===== src/hdl/lrsfd_pkg.sv =====
// lrsfd_pkg: shared types and constants for the led ring serial frame driver
// command encoding, phase type and sizing used by front, queue and back
// depends on nothing
`default_nettype none

package lrsfd_pkg;

	// ring size and frame layout
	localparam int NUM_LEDS    = 24;
	localparam int HALF_LEDS   = NUM_LEDS / 2;
	localparam int FRAME_WORDS = NUM_LEDS + 2;
	localparam int LED_IDX_W   = (NUM_LEDS > 1) ? $clog2(NUM_LEDS) : 1;
	localparam int WORD_W      = $clog2(FRAME_WORDS + 1);

	// fixed field widths
	localparam int MODE_W   = 2;
	localparam int INDEX_W  = 5;
	localparam int LEVEL_W  = 8;
	localparam int SHIFT_W  = 16;
	localparam int BIT_W    = 4;
	localparam int PULSE_W  = 2;
	localparam int LATCH_W  = 10;

	localparam logic [BIT_W-1:0]   LAST_BIT       = 4'd15;
	localparam logic [PULSE_W-1:0] LAST_PULSE     = 2'd3;
	localparam logic [LATCH_W-1:0] LATCH_WAIT_RST = 10'd220;

	// request modes
	localparam logic [MODE_W-1:0] MODE_SET  = 2'd0;
	localparam logic [MODE_W-1:0] MODE_SHOW = 2'd1;
	localparam logic [MODE_W-1:0] MODE_TICK = 2'd2;

	// queue sizing
	localparam int QDEPTH = 2;
	localparam int QPTR_W = 1;
	localparam int QCNT_W = $clog2(QDEPTH + 1);

	typedef enum logic [1:0] {
		OP_NOP,
		OP_SET,
		OP_SHOW,
		OP_TICK
	} op_t;

	typedef enum logic [1:0] {
		PH_IDLE,
		PH_SEND,
		PH_WAIT,
		PH_LATCH
	} phase_t;

	typedef struct packed {
		op_t                  op;
		logic [LED_IDX_W-1:0] led_addr;
		logic [LEVEL_W-1:0]   level;
	} cmd_t;

endpackage

`default_nettype wire


===== src/hdl/lrsfd_front.sv =====
// lrsfd_front: accepts requests and classifies them into commands
// out-of-range sets and unused modes become no-ops; depends on lrsfd_pkg
`default_nettype none

module lrsfd_front import lrsfd_pkg::*; (
	input  wire logic               in_valid,
	output logic                    in_ready,
	input  wire logic [MODE_W-1:0]  mode,
	input  wire logic [INDEX_W-1:0] led_index,
	input  wire logic [LEVEL_W-1:0] level,
	output logic                    cmd_push,
	output cmd_t                    cmd,
	input  wire logic               q_full
);

	// request accepted whenever the queue has room
	assign in_ready = !q_full;
	assign cmd_push = in_valid && !q_full;

	// classify request
	always_comb begin
		cmd.led_addr = led_index[LED_IDX_W-1:0];
		cmd.level    = level;
		case (mode)
			MODE_SET: begin
				if ({1'b0, led_index} < (INDEX_W+1)'(NUM_LEDS)) begin
					cmd.op = OP_SET;
				end else begin
					cmd.op = OP_NOP;
				end
			end
			MODE_SHOW: cmd.op = OP_SHOW;
			MODE_TICK: cmd.op = OP_TICK;
			default:   cmd.op = OP_NOP;
		endcase
	end

endmodule

`default_nettype wire


===== src/hdl/lrsfd_queue.sv =====
// lrsfd_queue: short command queue between front and back
// two entries, push and pop in the same cycle allowed; depends on lrsfd_pkg
`default_nettype none

module lrsfd_queue import lrsfd_pkg::*; (
	input  wire logic clk,
	input  wire logic arst_n,
	input  wire logic push,
	input  wire cmd_t push_cmd,
	output logic      full,
	output logic      head_valid,
	output cmd_t      head_cmd,
	input  wire logic pop
);

	cmd_t              entry_q [QDEPTH];
	logic [QPTR_W-1:0] wr_ptr_q;
	logic [QPTR_W-1:0] rd_ptr_q;
	logic [QCNT_W-1:0] count_q;

	assign full       = (count_q == QCNT_W'(QDEPTH));
	assign head_valid = (count_q != '0);
	assign head_cmd   = entry_q[rd_ptr_q];

	// entry storage
	always_ff @(posedge clk) begin
		if (push) begin
			entry_q[wr_ptr_q] <= push_cmd;
		end
	end

	// pointers and fill count
	always_ff @(posedge clk or negedge arst_n) begin
		if (!arst_n) begin
			wr_ptr_q <= '0;
			rd_ptr_q <= '0;
			count_q  <= '0;
		end else begin
			if (push) begin
				wr_ptr_q <= QPTR_W'(wr_ptr_q + 1'b1);
			end
			if (pop) begin
				rd_ptr_q <= QPTR_W'(rd_ptr_q + 1'b1);
			end
			case ({push, pop})
				2'b10:   count_q <= QCNT_W'(count_q + 1'b1);
				2'b01:   count_q <= QCNT_W'(count_q - 1'b1);
				default: count_q <= count_q;
			endcase
		end
	end

	a_count_bound: assert property (@(posedge clk) disable iff (!arst_n)
		count_q <= QCNT_W'(QDEPTH))
		else $error("queue count beyond depth");

	a_no_pop_empty: assert property (@(posedge clk) disable iff (!arst_n)
		pop |-> head_valid)
		else $error("pop from empty queue");

endmodule

`default_nettype wire


===== src/hdl/lrsfd_back.sv =====
// lrsfd_back: frame engine, level store and registered result stage
// one command per cycle, unless the result stalls, updates the pin state machine; depends on lrsfd_pkg
`default_nettype none

module lrsfd_back import lrsfd_pkg::*; (
	input  wire logic               clk,
	input  wire logic               arst_n,
	input  wire logic               cfg_we,
	input  wire logic [LATCH_W-1:0] cfg_wdata,
	input  wire logic               cmd_valid,
	input  wire cmd_t               cmd,
	output logic                    cmd_pop,
	output logic                    out_valid,
	input  wire logic               out_ready,
	output logic                    data_pin,
	output logic                    clock_pin,
	output logic                    busy_res,
	output logic                    frame_done
);

	logic [LATCH_W-1:0] latch_wait_q;
	logic [LEVEL_W-1:0] levels_q [NUM_LEDS];

	phase_t             phase_q, phase_nxt;
	logic [WORD_W-1:0]  word_count_q, word_nxt;
	logic [BIT_W-1:0]   bit_count_q, bit_nxt;
	logic               half_step_q, half_nxt;
	logic [SHIFT_W-1:0] shift_word_q, shift_nxt;
	logic [LATCH_W-1:0] wait_count_q, wait_nxt;
	logic [PULSE_W-1:0] pulse_count_q, pulse_nxt;
	logic               data_level_q, data_nxt;
	logic               clock_level_q, clock_nxt;
	logic               done_nxt;

	logic               out_valid_q;
	logic               data_pin_q, clock_pin_q, busy_res_q, frame_done_q;
	logic               busy_nxt;

	logic               exec;
	logic               tick;
	logic [WORD_W-1:0]  fetch_w;
	logic [WORD_W-1:0]  fetch_sel;
	logic [SHIFT_W-1:0] fetch_word;
	logic               last_bit, last_word, wait_end, latch_end;
	logic [LATCH_W-1:0] wait_dec;

	// command runs when the result register is free or being taken
	assign exec    = cmd_valid && (!out_valid_q || out_ready);
	assign cmd_pop = exec;
	assign tick    = (cmd.op == OP_TICK);

	// next word of the frame, read from the level store
	always_comb begin
		fetch_w    = WORD_W'(word_count_q + 1'b1);
		fetch_word = '0;
		if (fetch_w <= WORD_W'(HALF_LEDS)) begin
			fetch_sel = WORD_W'(fetch_w - 1'b1);
		end else begin
			fetch_sel = WORD_W'(fetch_w - 2'd2);
		end
		if (fetch_w != '0 && fetch_w != WORD_W'(HALF_LEDS + 1) &&
				fetch_sel < WORD_W'(NUM_LEDS)) begin
			fetch_word = {{(SHIFT_W-LEVEL_W){1'b0}}, levels_q[fetch_sel[LED_IDX_W-1:0]]};
		end
	end

	// sequence end flags
	assign last_bit  = half_step_q && (bit_count_q == LAST_BIT);
	assign last_word = (fetch_w >= WORD_W'(FRAME_WORDS));
	assign wait_dec  = LATCH_W'(wait_count_q - 1'b1);
	assign wait_end  = (wait_dec == '0);
	assign latch_end = half_step_q && (pulse_count_q == LAST_PULSE);

	// phase next state
	always_comb begin
		phase_nxt = phase_q;
		case (phase_q)
			PH_IDLE: begin
				if (cmd.op == OP_SHOW) begin
					phase_nxt = PH_SEND;
				end
			end
			PH_SEND: begin
				if (tick && last_bit && last_word) begin
					phase_nxt = (latch_wait_q == '0) ? PH_LATCH : PH_WAIT;
				end
			end
			PH_WAIT: begin
				if (tick && wait_end) begin
					phase_nxt = PH_LATCH;
				end
			end
			PH_LATCH: begin
				if (tick && latch_end) begin
					phase_nxt = PH_IDLE;
				end
			end
			default: phase_nxt = PH_IDLE;
		endcase
	end

	// counters, shift word and pin levels
	always_comb begin
		word_nxt  = word_count_q;
		bit_nxt   = bit_count_q;
		half_nxt  = half_step_q;
		shift_nxt = shift_word_q;
		wait_nxt  = wait_count_q;
		pulse_nxt = pulse_count_q;
		data_nxt  = data_level_q;
		clock_nxt = clock_level_q;
		done_nxt  = 1'b0;
		if (cmd.op == OP_SHOW && phase_q == PH_IDLE) begin
			word_nxt  = '0;
			bit_nxt   = '0;
			half_nxt  = 1'b0;
			shift_nxt = '0;
		end else if (tick) begin
			case (phase_q)
				PH_SEND: begin
					if (!half_step_q) begin
						data_nxt = shift_word_q[SHIFT_W-1];
						half_nxt = 1'b1;
					end else begin
						clock_nxt = !clock_level_q;
						shift_nxt = {shift_word_q[SHIFT_W-2:0], 1'b0};
						half_nxt  = 1'b0;
						if (last_bit) begin
							bit_nxt = '0;
							if (last_word) begin
								word_nxt  = '0;
								pulse_nxt = '0;
								wait_nxt  = (latch_wait_q == '0) ? wait_count_q : latch_wait_q;
							end else begin
								word_nxt  = fetch_w;
								shift_nxt = fetch_word;
							end
						end else begin
							bit_nxt = BIT_W'(bit_count_q + 1'b1);
						end
					end
				end
				PH_WAIT: begin
					wait_nxt = wait_dec;
					if (wait_end) begin
						half_nxt  = 1'b0;
						pulse_nxt = '0;
					end
				end
				PH_LATCH: begin
					if (!half_step_q) begin
						data_nxt = 1'b1;
						half_nxt = 1'b1;
					end else begin
						data_nxt  = 1'b0;
						half_nxt  = 1'b0;
						pulse_nxt = PULSE_W'(pulse_count_q + 1'b1);
						if (latch_end) begin
							pulse_nxt = '0;
							done_nxt  = 1'b1;
						end
					end
				end
				default: ;
			endcase
		end
	end

	// result fields
	always_comb begin
		busy_nxt = (phase_nxt != PH_IDLE);
	end

	// latch wait register
	always_ff @(posedge clk or negedge arst_n) begin
		if (!arst_n) begin
			latch_wait_q <= LATCH_WAIT_RST;
		end else if (cfg_we) begin
			latch_wait_q <= cfg_wdata;
		end
	end

	// level store
	always_ff @(posedge clk or negedge arst_n) begin
		if (!arst_n) begin
			for (int i = 0; i < NUM_LEDS; i++) begin
				levels_q[i] <= '0;
			end
		end else if (exec && cmd.op == OP_SET) begin
			levels_q[cmd.led_addr] <= cmd.level;
		end
	end

	// engine state
	always_ff @(posedge clk or negedge arst_n) begin
		if (!arst_n) begin
			phase_q       <= PH_IDLE;
			word_count_q  <= '0;
			bit_count_q   <= '0;
			half_step_q   <= 1'b0;
			shift_word_q  <= '0;
			wait_count_q  <= '0;
			pulse_count_q <= '0;
			data_level_q  <= 1'b0;
			clock_level_q <= 1'b0;
		end else if (exec) begin
			phase_q       <= phase_nxt;
			word_count_q  <= word_nxt;
			bit_count_q   <= bit_nxt;
			half_step_q   <= half_nxt;
			shift_word_q  <= shift_nxt;
			wait_count_q  <= wait_nxt;
			pulse_count_q <= pulse_nxt;
			data_level_q  <= data_nxt;
			clock_level_q <= clock_nxt;
		end
	end

	// result register
	always_ff @(posedge clk or negedge arst_n) begin
		if (!arst_n) begin
			out_valid_q <= 1'b0;
		end else if (exec) begin
			out_valid_q <= 1'b1;
		end else if (out_ready) begin
			out_valid_q <= 1'b0;
		end
	end

	always_ff @(posedge clk) begin
		if (exec) begin
			data_pin_q   <= data_nxt;
			clock_pin_q  <= clock_nxt;
			busy_res_q   <= busy_nxt;
			frame_done_q <= done_nxt;
		end
	end

	assign out_valid  = out_valid_q;
	assign data_pin   = data_pin_q;
	assign clock_pin  = clock_pin_q;
	assign busy_res   = busy_res_q;
	assign frame_done = frame_done_q;

	a_done_not_busy: assert property (@(posedge clk) disable iff (!arst_n)
		(out_valid_q && frame_done_q) |-> !busy_res_q)
		else $error("frame done reported while busy");

	a_idle_clean: assert property (@(posedge clk) disable iff (!arst_n)
		(phase_q == PH_IDLE) |-> (word_count_q == '0 && bit_count_q == '0 && !half_step_q))
		else $error("counters not cleared in idle");

	a_send_word_range: assert property (@(posedge clk) disable iff (!arst_n)
		(phase_q == PH_SEND) |-> (word_count_q < WORD_W'(FRAME_WORDS)))
		else $error("word count past frame end");

	a_clock_in_send: assert property (@(posedge clk) disable iff (!arst_n)
		(exec && clock_nxt != clock_level_q) |-> (phase_q == PH_SEND && tick))
		else $error("clock line toggled outside a send tick");

endmodule

`default_nettype wire


===== src/hdl/led_ring_serial_frame_driver.sv =====
// led_ring_serial_frame_driver: top level of the two-wire led ring frame driver
// front classifier, command queue and frame engine; depends on lrsfd_pkg
//
//  channel  | signals                                  | direction
//  ---------+------------------------------------------+----------
//  request  | in_valid, in_ready, mode, led_index, level | in
//  result   | out_valid, out_ready, data_pin, clock_pin, | out
//           | busy_res, frame_done                     |
//  config   | cfg_we, cfg_wdata (latch_wait)           | in
//
// one request per cycle while the result is taken; an accepted request is
// written into the queue and waits at the queue head, then the frame engine
// update and its result stage are registered together at one edge
// reset (arst_n low) clears all levels, the engine and the queue; latch_wait
// returns to 220
// a stalled result stalls the engine; the two-entry queue keeps in_ready high
// until it fills, so up to two requests can wait out a stalled result
`default_nettype none

module led_ring_serial_frame_driver import lrsfd_pkg::*; (
	input  wire logic               clk,
	input  wire logic               arst_n,
	input  wire logic               cfg_we,
	input  wire logic [LATCH_W-1:0] cfg_wdata,
	input  wire logic               in_valid,
	output logic                    in_ready,
	input  wire logic [MODE_W-1:0]  mode,
	input  wire logic [INDEX_W-1:0] led_index,
	input  wire logic [LEVEL_W-1:0] level,
	output logic                    out_valid,
	input  wire logic               out_ready,
	output logic                    data_pin,
	output logic                    clock_pin,
	output logic                    busy_res,
	output logic                    frame_done
);

	logic cmd_push;
	cmd_t push_cmd;
	logic q_full;
	logic head_valid;
	cmd_t head_cmd;
	logic cmd_pop;

	// classify requests
	lrsfd_front u_front (
		.in_valid  (in_valid),
		.in_ready  (in_ready),
		.mode      (mode),
		.led_index (led_index),
		.level     (level),
		.cmd_push  (cmd_push),
		.cmd       (push_cmd),
		.q_full    (q_full)
	);

	// decoupling queue
	lrsfd_queue u_queue (
		.clk        (clk),
		.arst_n     (arst_n),
		.push       (cmd_push),
		.push_cmd   (push_cmd),
		.full       (q_full),
		.head_valid (head_valid),
		.head_cmd   (head_cmd),
		.pop        (cmd_pop)
	);

	// frame engine
	lrsfd_back u_back (
		.clk        (clk),
		.arst_n     (arst_n),
		.cfg_we     (cfg_we),
		.cfg_wdata  (cfg_wdata),
		.cmd_valid  (head_valid),
		.cmd        (head_cmd),
		.cmd_pop    (cmd_pop),
		.out_valid  (out_valid),
		.out_ready  (out_ready),
		.data_pin   (data_pin),
		.clock_pin  (clock_pin),
		.busy_res   (busy_res),
		.frame_done (frame_done)
	);

endmodule

`default_nettype wire

===== config.mk =====
export PLATFORM = sky130hd
export DESIGN_NAME = led_ring_serial_frame_driver
export DESIGN_NICKNAME = d
export VERILOG_FILES = /design/src/hdl/lrsfd_pkg.sv /design/src/hdl/lrsfd_front.sv /design/src/hdl/lrsfd_queue.sv /design/src/hdl/lrsfd_back.sv /design/src/hdl/led_ring_serial_frame_driver.sv
export SDC_FILE = /design/constraint.sdc
export NUM_CORES = 1
export LEC_CHECK = 0
export BUFFER_PORTS_ARGS = -buffer_cell sky130_fd_sc_hd__buf_2
export CORE_ASPECT_RATIO = 1.75
export CORE_MARGIN = 4
export CORE_UTILIZATION = 40
export CTS_CLUSTER_DIAMETER = 200
export DETAILED_ROUTE_END_ITERATION = 16
export PLACE_DENSITY = 0.61
export SLEW_MARGIN = 20
export SYNTH_ARGS = -nofsm -noshare
export SYNTH_HDL_FRONTEND = slang
export SYNTH_SLANG_ARGS = --single-unit

===== constraint.sdc =====
create_clock -name clk -period 4.7 [get_ports clk]
set_input_delay 0.235 -clock clk [delete_from_list [all_inputs] [get_ports clk]]
set_output_delay 0.235 -clock clk [all_outputs]
set_load 0.05 [all_outputs]

==> summary.txt, run 1 <==
Status
  – Outcome: finished, final reports clean

Power and ir drop
  – Power Dens Cells: 721 mW/mm2
  – Reg power frac: between 30% and 40%
  – Comb pwr share: 42.6%
  – Peak VDD IR: roughly 0.00032 V
  – Net Sw Frac: 41.6%
  – Clock power share: 21.0%
  – Overall power: 11.4 mW
  – Leak: 6.74 nW
  – Psw: 4.75 mW
  – Int Power: about 6.7 mW

Route
  – DR WL/cell: just over 20 um
  – Vias: ~11000
  – Final wirelength: approximately 40000 um
  – Antenna Nets Post-Route: 0
  – Initial DRC Count: 785
  – Post-route DRC violation count: 0
  – First-pass detailed-route iteration total: 6
  – Vias/cell: 5.72

Clock network
  – CTS sink cnt: between 200 and 300
  – CTS root buf: clkbuf_16
  – Post_cts resized: 0
  – Clock latency on the worst-skew pair: 0.56 ns
  – H-tree Lvls: 1
  – Cts bufs inserted: 27
  – CTS tree: yes
  – Reg clk slew, reported paths: 0.07 ns
  – Clk buf depth: 3
  – Setup Fix Bufs, Post-CTS: 0
  – # hold bufs at CTS: 26

Final layout
  – Fin area: 0.0159 mm2
  – Area delta synth->final: 14.5%
  – Share of cells above drive strength 1: ~12%
  – Nets: 1517
  – Layout filler cell count: 3177
  – N_diodes: 0

Global routing
  – Initial antenna violation count: 0
  – Total gr overflow: 0
  – Largest net degree at the start of global routing: 119
  – Total track usage: between 20% and 30%
  – First-pass GRT wire length: 63200 um
  – Vias in the first global route: 11300

Place
  – Placed instance area: 0.0146 mm2
  – Gpl congestion: 0.930
  – HPWL Detailed: 28000 um
  – Pre-CTS WS: 0.529 ns
  – Port buffer count: 35

Yosys
  – Most used DFF post-synth: dfrtp_1
  – Synth Instances: 1439
  – Post-synth net total: 1481
  – Number of synthesized flops with an enable pin: 34
  – Post-synth cell types: 74
  – Seq/Total Area, Yosys: 52.4%
  – Ys async rst share: 88.0%
  – Post-Syn Area: about 0.014 mm2
  – Mean post-synth cell area: 9.63 um2
  – Yosys Warn Count: 0
  – Synth Register Bits: approximately 280

Worst hold path
  – Hold crit path type: input pin to flop
  – Hold path cells: 2

Timing
  – Setup WS post-layout: 0.499 ns
  – Final Skew: 0.0187 ns
  – RSZ-0062 raised after global routing: no
  – Max Clock Freq: approximately 240 MHz
  – Final Slew Violations: 0
  – Final min period: 4.20 ns
  – Slew margin rel.: 23.7%
  – Setup TNS: 0 ns
  – Number of setup violations in the final report: 0
  – Final worst-path cycle share: 89.4%
  – Fin. Hold Viols: 0
  – Worst slew pin tran: 1.14 ns

Setup path
  – CP Capture Type: flop
  – Worst-path maximum fanout: 16
  – Critical path data arrival time: approximately 4.6 ns
  – Reg2reg path depth: 12
  – Crit path kind: flop to flop
  – CP startpoint kind: flop
  – WP data required: 5.14 ns

Floorplan
  – Row Count: 89
  – Starting Density: 40.8%
  – Core Region: 0.0340 mm2
  – Chip width: around 150 um
  – IO Pins: 36
  – DIE AREA: 0.0378 mm2
  – Height of the die: 254 um

Job
  – MaxCap Viol Count: 0
state kept, by name, indices dropped and copies added, names as in the netlist:
| register | flops |
|---|---|
| u_back.bit_count_q | 4 |
| u_back.busy_res | 1 |
| u_back.clock_level_q | 1 |
| u_back.clock_pin | 1 |
| u_back.data_level_q | 1 |
| u_back.data_pin | 1 |
| u_back.frame_done | 1 |
| u_back.half_step_q | 1 |
| u_back.latch_wait_q | 10 |
| u_back.levels_q | 192 |
| u_back.out_valid | 1 |
| u_back.phase_q | 2 |
| u_back.pulse_count_q | 2 |
| u_back.shift_word_q | 16 |
| u_back.wait_count_q | 10 |
| u_back.word_count_q | 5 |
| u_queue.count_q | 2 |
| u_queue.entry_q | 30 |
| u_queue.rd_ptr_q | 1 |
| u_queue.wr_ptr_q | 1 |
cell usage after synthesis, types with 6 or more instances:
master	n	area (um2)
dfrtp_1	244	6110
nand2_1	198	743
o21ai_0	165	826
nor2_1	142	533
a21oi_1	129	646
clkbuf_1	80	300
mux2i_1	66	661
nor3_1	48	240
edfxtp_1	34	1020
nand3_1	26	130
inv_1	17	63.8
mux2_2	16	180
and2_1	12	75.1
ha_1	12	150
a22oi_1	11	82.6
a221oi_1	10	87.6
a22o_1	10	87.6
mux4_2	10	225
a211oi_1	9	67.6
a31oi_1	9	56.3
and3_1	9	56.3
nand4_1	9	56.3
o211ai_1	9	67.6
or3_1	9	56.3
nor4_1	8	50.1
xnor2_1	8	70.1
buf_2	7	35.0
nand2b_1	7	43.8
buf_1	6	22.5
o31ai_1	6	45.0
o41ai_1	6	52.6
worst paths after layout:
| check | slack (ns) | from | endpoint |
|---|---|---|---|
| worst max register to register | 0.50 | u_back.word_count_q[1] | u_back.shift_word_q[3] |
| max in group asynchronous | 3.25 | arst_n | u_back.levels_q[57] |
| min in group asynchronous | 0.25 | arst_n | u_back.levels_q[89] |
| worst min register to register | 0.48 | u_back.levels_q[43] | u_back.levels_q[43] |
| worst max-delay path | 0.50 | u_back.word_count_q[1] | u_back.shift_word_q[3] |
| worst min-delay path | 0.07 | mode[0] | u_queue.entry_q[0][13] |
power groups by stage:
stage          clock [mW]  sequential (mW)  combinational [mW]
3_3_place_gp            0             4.16                4.75
2_1_floorplan           0             3.99                3.40
5_1_grt              2.51             4.28                5.34
3_5_place_dp            0             4.19                4.84
4_1_cts              2.44             4.15                4.87
6_report             2.40             4.17                4.87
logic make-up (layout without fill, tap and decap cells):
| family | count (synthesis) | count (layout) | share of synthesized area, % |
|---|---|---|---|
| and+or+nand+nor | 488 | 488 | 15.4 |
| muxes | 92 | 92 | 7.69 |
| buffers and inverters | 116 | 171 | 3.34 |
| xor gates and xnor gates | 16 | 16 | 1.26 |
| AOI/OAI and AO/OA | 432 | 432 | 18.9 |
| DFF | 283 | 283 | 52.4 |
| adders and majority gates | 12 | 12 | 1.08 |
layout by cell type, fill, tap and decap left out, types with 9 or more instances in the layout:
cell           netlist  layout
dfrtp_1            244     244
nand2_1            198     198
o21ai_0            165     164
nor2_1             142     138
a21oi_1            129     129
mux2i_1             66      58
nor3_1              48      45
buf_4                3      41
buf_2                7      34
edfxtp_1            34      34
clkbuf_16            0      27
nand3_1             26      26
dlygate4sd3_1        0      26
inv_1               17      17
mux2_2              16      16
and2_1              12      12
a22oi_1             11      11
ha_1                12      11
a22o_1              10      10
mux4_2              10      10
a221oi_1            10      10
and3_1               9       9
nand4_1              9       9
or3_1                9       9
o211ai_1             9       9
a31oi_1              9       9
routing by layer:
layer | up-vias | global-route usage [%] | part of all wire (%)
met2 | 332 | 39.0 | 53
met3 | 122 | 2.38 | 4.3
met1 | 5453 | 23.1 | 36
met5 | - | 0 | 0
li1 | 5241 | - | -
met4 | 0 | 13.6 | 6.9
stage by stage:
step	instances	util [%]	hold WS [ns]
after global placement	1875	43.1	0.244
after global routing	1949	46.7	0.0551
after CTS	1949	46.7	0.0377
after detailed placement	1875	43.1	0.246
final	1949	46.7	0.0702
after floorplan	1439	-	-0.0606
worst max-delay path, stage by stage (launching register included):
cell and delay [ns]:
dfrtp_1 0.46, ha_1 0.34, xnor2_1 0.43, ha_1 0.42
inv_1 0.12, nor4b_1 0.52, a221oi_2 0.12, nand2_1 0.43
buf_4 0.34, o22ai_1 0.12, o21a_1 0.14, o41a_1 0.40
a31o_1 0.22
area by class of cell:
class	count	area [um2]	area share (%)
clock inverter	18	267	1.68
multi-input combinational	1040	6210	39.1
timing repair buffer	104	793	5.00
clock buffer	30	697	4.39
inverter	19	71.3	0.450
sequential	283	7260	45.7
tap	455	569	3.59
No activity file was read; power rests on OpenSTA's default activity.
==> inputs of run 2 (changes only) <==
PLACE_DENSITY = 0.56   (was 0.61)
==> run 2 against run 1 <==
Net effect:
- cell area down 0.47%
- non-clock buffer count up 2
- clock skew decreased by 0.0036 ns
- die area stayed put
==> summary.txt, run 2 (same netlist as run 1, synthesis figures left out) <==
Final layout
  – Most common cell after layout, fill and taps aside: dfrtp_1
  – Top Registers: u_back.levels_q x192, u_queue.entry_q x30, u_back.shift_word_q x16
  – Most frequent cells in the layout: 244 x dfrtp_1, 198 x nand2_1, 164 x o21ai_0, 139 x nor2_1, 129 x a21oi_1
  – Nets: 1519 (+0.13%)
  – Seq. cell area: 0.00726 mm2 (unchanged)
  – Largest Register: u_back.levels_q
  – Share of cells above drive strength 1: 12.1% (-0.23 points)
  – Area delta synth->final: 14.0%
  – Multi-input gate area: 0.00621 mm2 (about the same)
  – Layout filler cell count: 3232 (+1.7%)
  – N_diodes: 0 (unchanged)
  – Max reg flops: 192 (unchanged)

Clock network
  – Clock latency on the worst-skew pair: 0.56 ns (about the same)
  – CTS sink cnt: 283 (unchanged)
  – CTS root buf: clkbuf_16
  – Clk buf depth: 3 (unchanged)
  – CTS tree: yes
  – H-tree Lvls: 1 (unchanged)
  – Cts bufs inserted: 27 (unchanged)
  – Reg clk slew, reported paths: 0.07 ns (about the same)

Power and ir drop
  – Net Sw Frac: 42.3% (+0.71 points)
  – Psw: 4.75 mW (about the same)
  – Comb pwr share: 43.1% (+0.5 points)
  – Leak: 6.73 nW (about the same)
  – Int Power: 6.49 mW (-2.9%)
  – Clock power share: 19.9% (-1.1 points)
  – Peak VDD IR: 0.000325 V (+1.2%)
  – Reg power frac: 37.0% (+0.5 points)
  – Power Dens Cells: 712 mW/mm2 (-1.3%)

Timing
  – Final min period: 3.95 ns (-0.254 ns)
  – Max Clock Freq: 253 MHz (+6.4%)
  – Hold WS: 0.0588 ns (-0.0114 ns)
  – Setup TNS: 0 ns (unchanged)
  – Final Skew: 0.0152 ns (-0.00358 ns)
  – Final Slew Violations: 0 (unchanged)
  – Final worst-path cycle share: 84.0% (-5.4 points)
  – Worst slew pin tran: 1.01 ns (-0.128 ns)
  – Slew margin rel.: 32.1% (+8.4 points)
  – Number of setup violations in the final report: 0 (unchanged)
  – Fin. Hold Viols: 0 (unchanged)
  – RSZ-0062 raised after global routing: no

Global routing
  – Vias in the first global route: 11100 (-1.9%)
  – Most crowded layer after global routing: met2
  – Largest net degree at the start of global routing: 109 (-8.4%)
  – Initial antenna violation count: 0 (unchanged)
  – Total gr overflow: 0 (unchanged)
  – Global-route met3 utilization: 1.99% (-0.39 points)
  – Met1 usage: 24.3% (+1.3 points)
  – First-pass GRT wire length: 63500 um (+0.45%)
  – Met2 usage: 39.4% (+0.35 points)
  – Total track usage: 21.5% (+0.24 points)

Route
  – Vias: 11000 (-1.6%)
  – DR WL/cell: 20.8 um (+1.4%)
  – Post-route DRC violation count: 0 (unchanged)
  – Vias/cell: 5.62 (-1.8%)
  – Final wirelength: 40600 um (+1.6%)
  – Antenna Nets Post-Route: 0 (unchanged)
  – First-pass detailed-route iteration total: 5 (-1)
  – Initial DRC Count: 792 (+0.89%)

Place
  – Port buffer count: 35 (unchanged)
  – Gpl congestion: 0.920 (-1.1%)
  – HPWL Detailed: 28200 um (+0.63%)

Worst hold path
  – Hold worst-path end: u_queue.entry_q[0][13]
  – Hold path cells: 2 (unchanged)
  – Hold crit path type: input pin to flop
  – Start point of the worst hold path: mode[0]

Job
  – MaxCap Viol Count: 0 (unchanged)

Setup path
  – Reg2reg path depth: 12 (unchanged)
  – CP Capture Type: flop
  – Critical path data arrival time: 4.39 ns (-0.25 ns)
  – Crit path kind: flop to flop
  – Reg-to-reg slack, setup: 0.75 ns (+0.25 ns)
  – Crit Reg-Reg Startpoint: u_back.word_count_q[0]
  – Worst-path maximum fanout: 16 (unchanged)
  – CP startpoint kind: flop
  – Reg2reg end: u_back.shift_word_q[7]
  – Worst setup startpoint: u_back.word_count_q[0]
  – WP data required: 5.14 ns (about the same)

Floorplan
  – Row Count: 89 (unchanged)
  – DIE AREA: 0.0378 mm2 (unchanged)
  – Core Region: 0.0340 mm2 (unchanged)
  – Chip width: 149 um (unchanged)
  – Height of the die: 254 um (unchanged)
  – IO Pins: 36 (unchanged)
  – Starting Density: 40.8% (unchanged)

Status
  – Outcome: finished, final reports clean
==> run 2: cell types whose count changed in the layout (fill, tap and decap cells not counted), sizes merged <==
cell and delta:
inv +1, clkinv +7, clkinvlp -6, bufinv -3, clkbuf +3, buf +2
==> run 2: what timing repair did <==
action,CTS,global route
endpoints found under the setup margin,0,0
endpoints found under the hold margin,121,0
setup buffers,0,0
hold buffers,26,0
gates resized for setup,0,0
==> run 2: worst max path at each step <==
stage / to / slack [ns] / cells after the start
global placement: u_back.shift_word_q[7] / 0.86 / 12
floorplan: u_back.shift_word_q[3] / 0.66 / 15
global route: u_back.shift_word_q[7] / 0.48 / 12
finish: u_back.shift_word_q[7] / 0.75 / 12
detailed placement: u_back.shift_word_q[7] / 0.73 / 12
CTS: u_back.shift_word_q[7] / 0.73 / 12
==> run 2: critical path, stage by stage (launching register included) <==
cell and delay (ns):
dfrtp_1 0.45, ha_1 0.26, xnor2_1 0.36, ha_1 0.41
inv_1 0.12, nor4b_1 0.48, a221oi_2 0.12, nand2_1 0.45
buf_4 0.33, mux4_2 0.31, or3_1 0.37, nand3_1 0.10
o31ai_1 0.08
==> run 2: power groups by stage <==
stage	clock, mW	sequential [mW]	combinational [mW]
6_report	2.24	4.16	4.84
3_3_place_gp	0	4.16	4.75
5_1_grt	2.39	4.27	5.34
3_5_place_dp	0	4.19	4.82
4_1_cts	2.30	4.15	4.85
2_1_floorplan	0	3.99	3.40
==> run 2: layout make-up <==
class,instances,share of cell area (%)
Sequential cell,283,46.0
Clock inverter,17,1.09
Clock buffer,33,4.48
Timing Repair Buffer,106,5.04
Multi-Input combinational cell,1040,39.4
Tap cell,455,3.61
Inverter,19,0.452
==> run 2: per-layer routing <==
layer | up-vias | part of all wire [%]
met5 | - | 0
met4 | 0 | 6.1
met3 | 88 | 3.3
met2 | 275 | 52
met1 | 5358 | 38
li1 | 5248 | -
==> run 2: metrics by stage <==
step	setup slack, ns	cells	util [%]	cell area (um2)	total power [mW]
6_report	0.753	1953	46.5	15800	11.2
5_1_grt	0.479	1953	46.5	15800	12.0
4_1_cts	0.731	1953	46.5	15800	11.3
3_5_place_dp	0.729	1877	43.1	14600	9.01
3_3_place_gp	0.863	1877	43.1	14600	8.91
2_1_floorplan	0.663	1439	-	13900	7.39
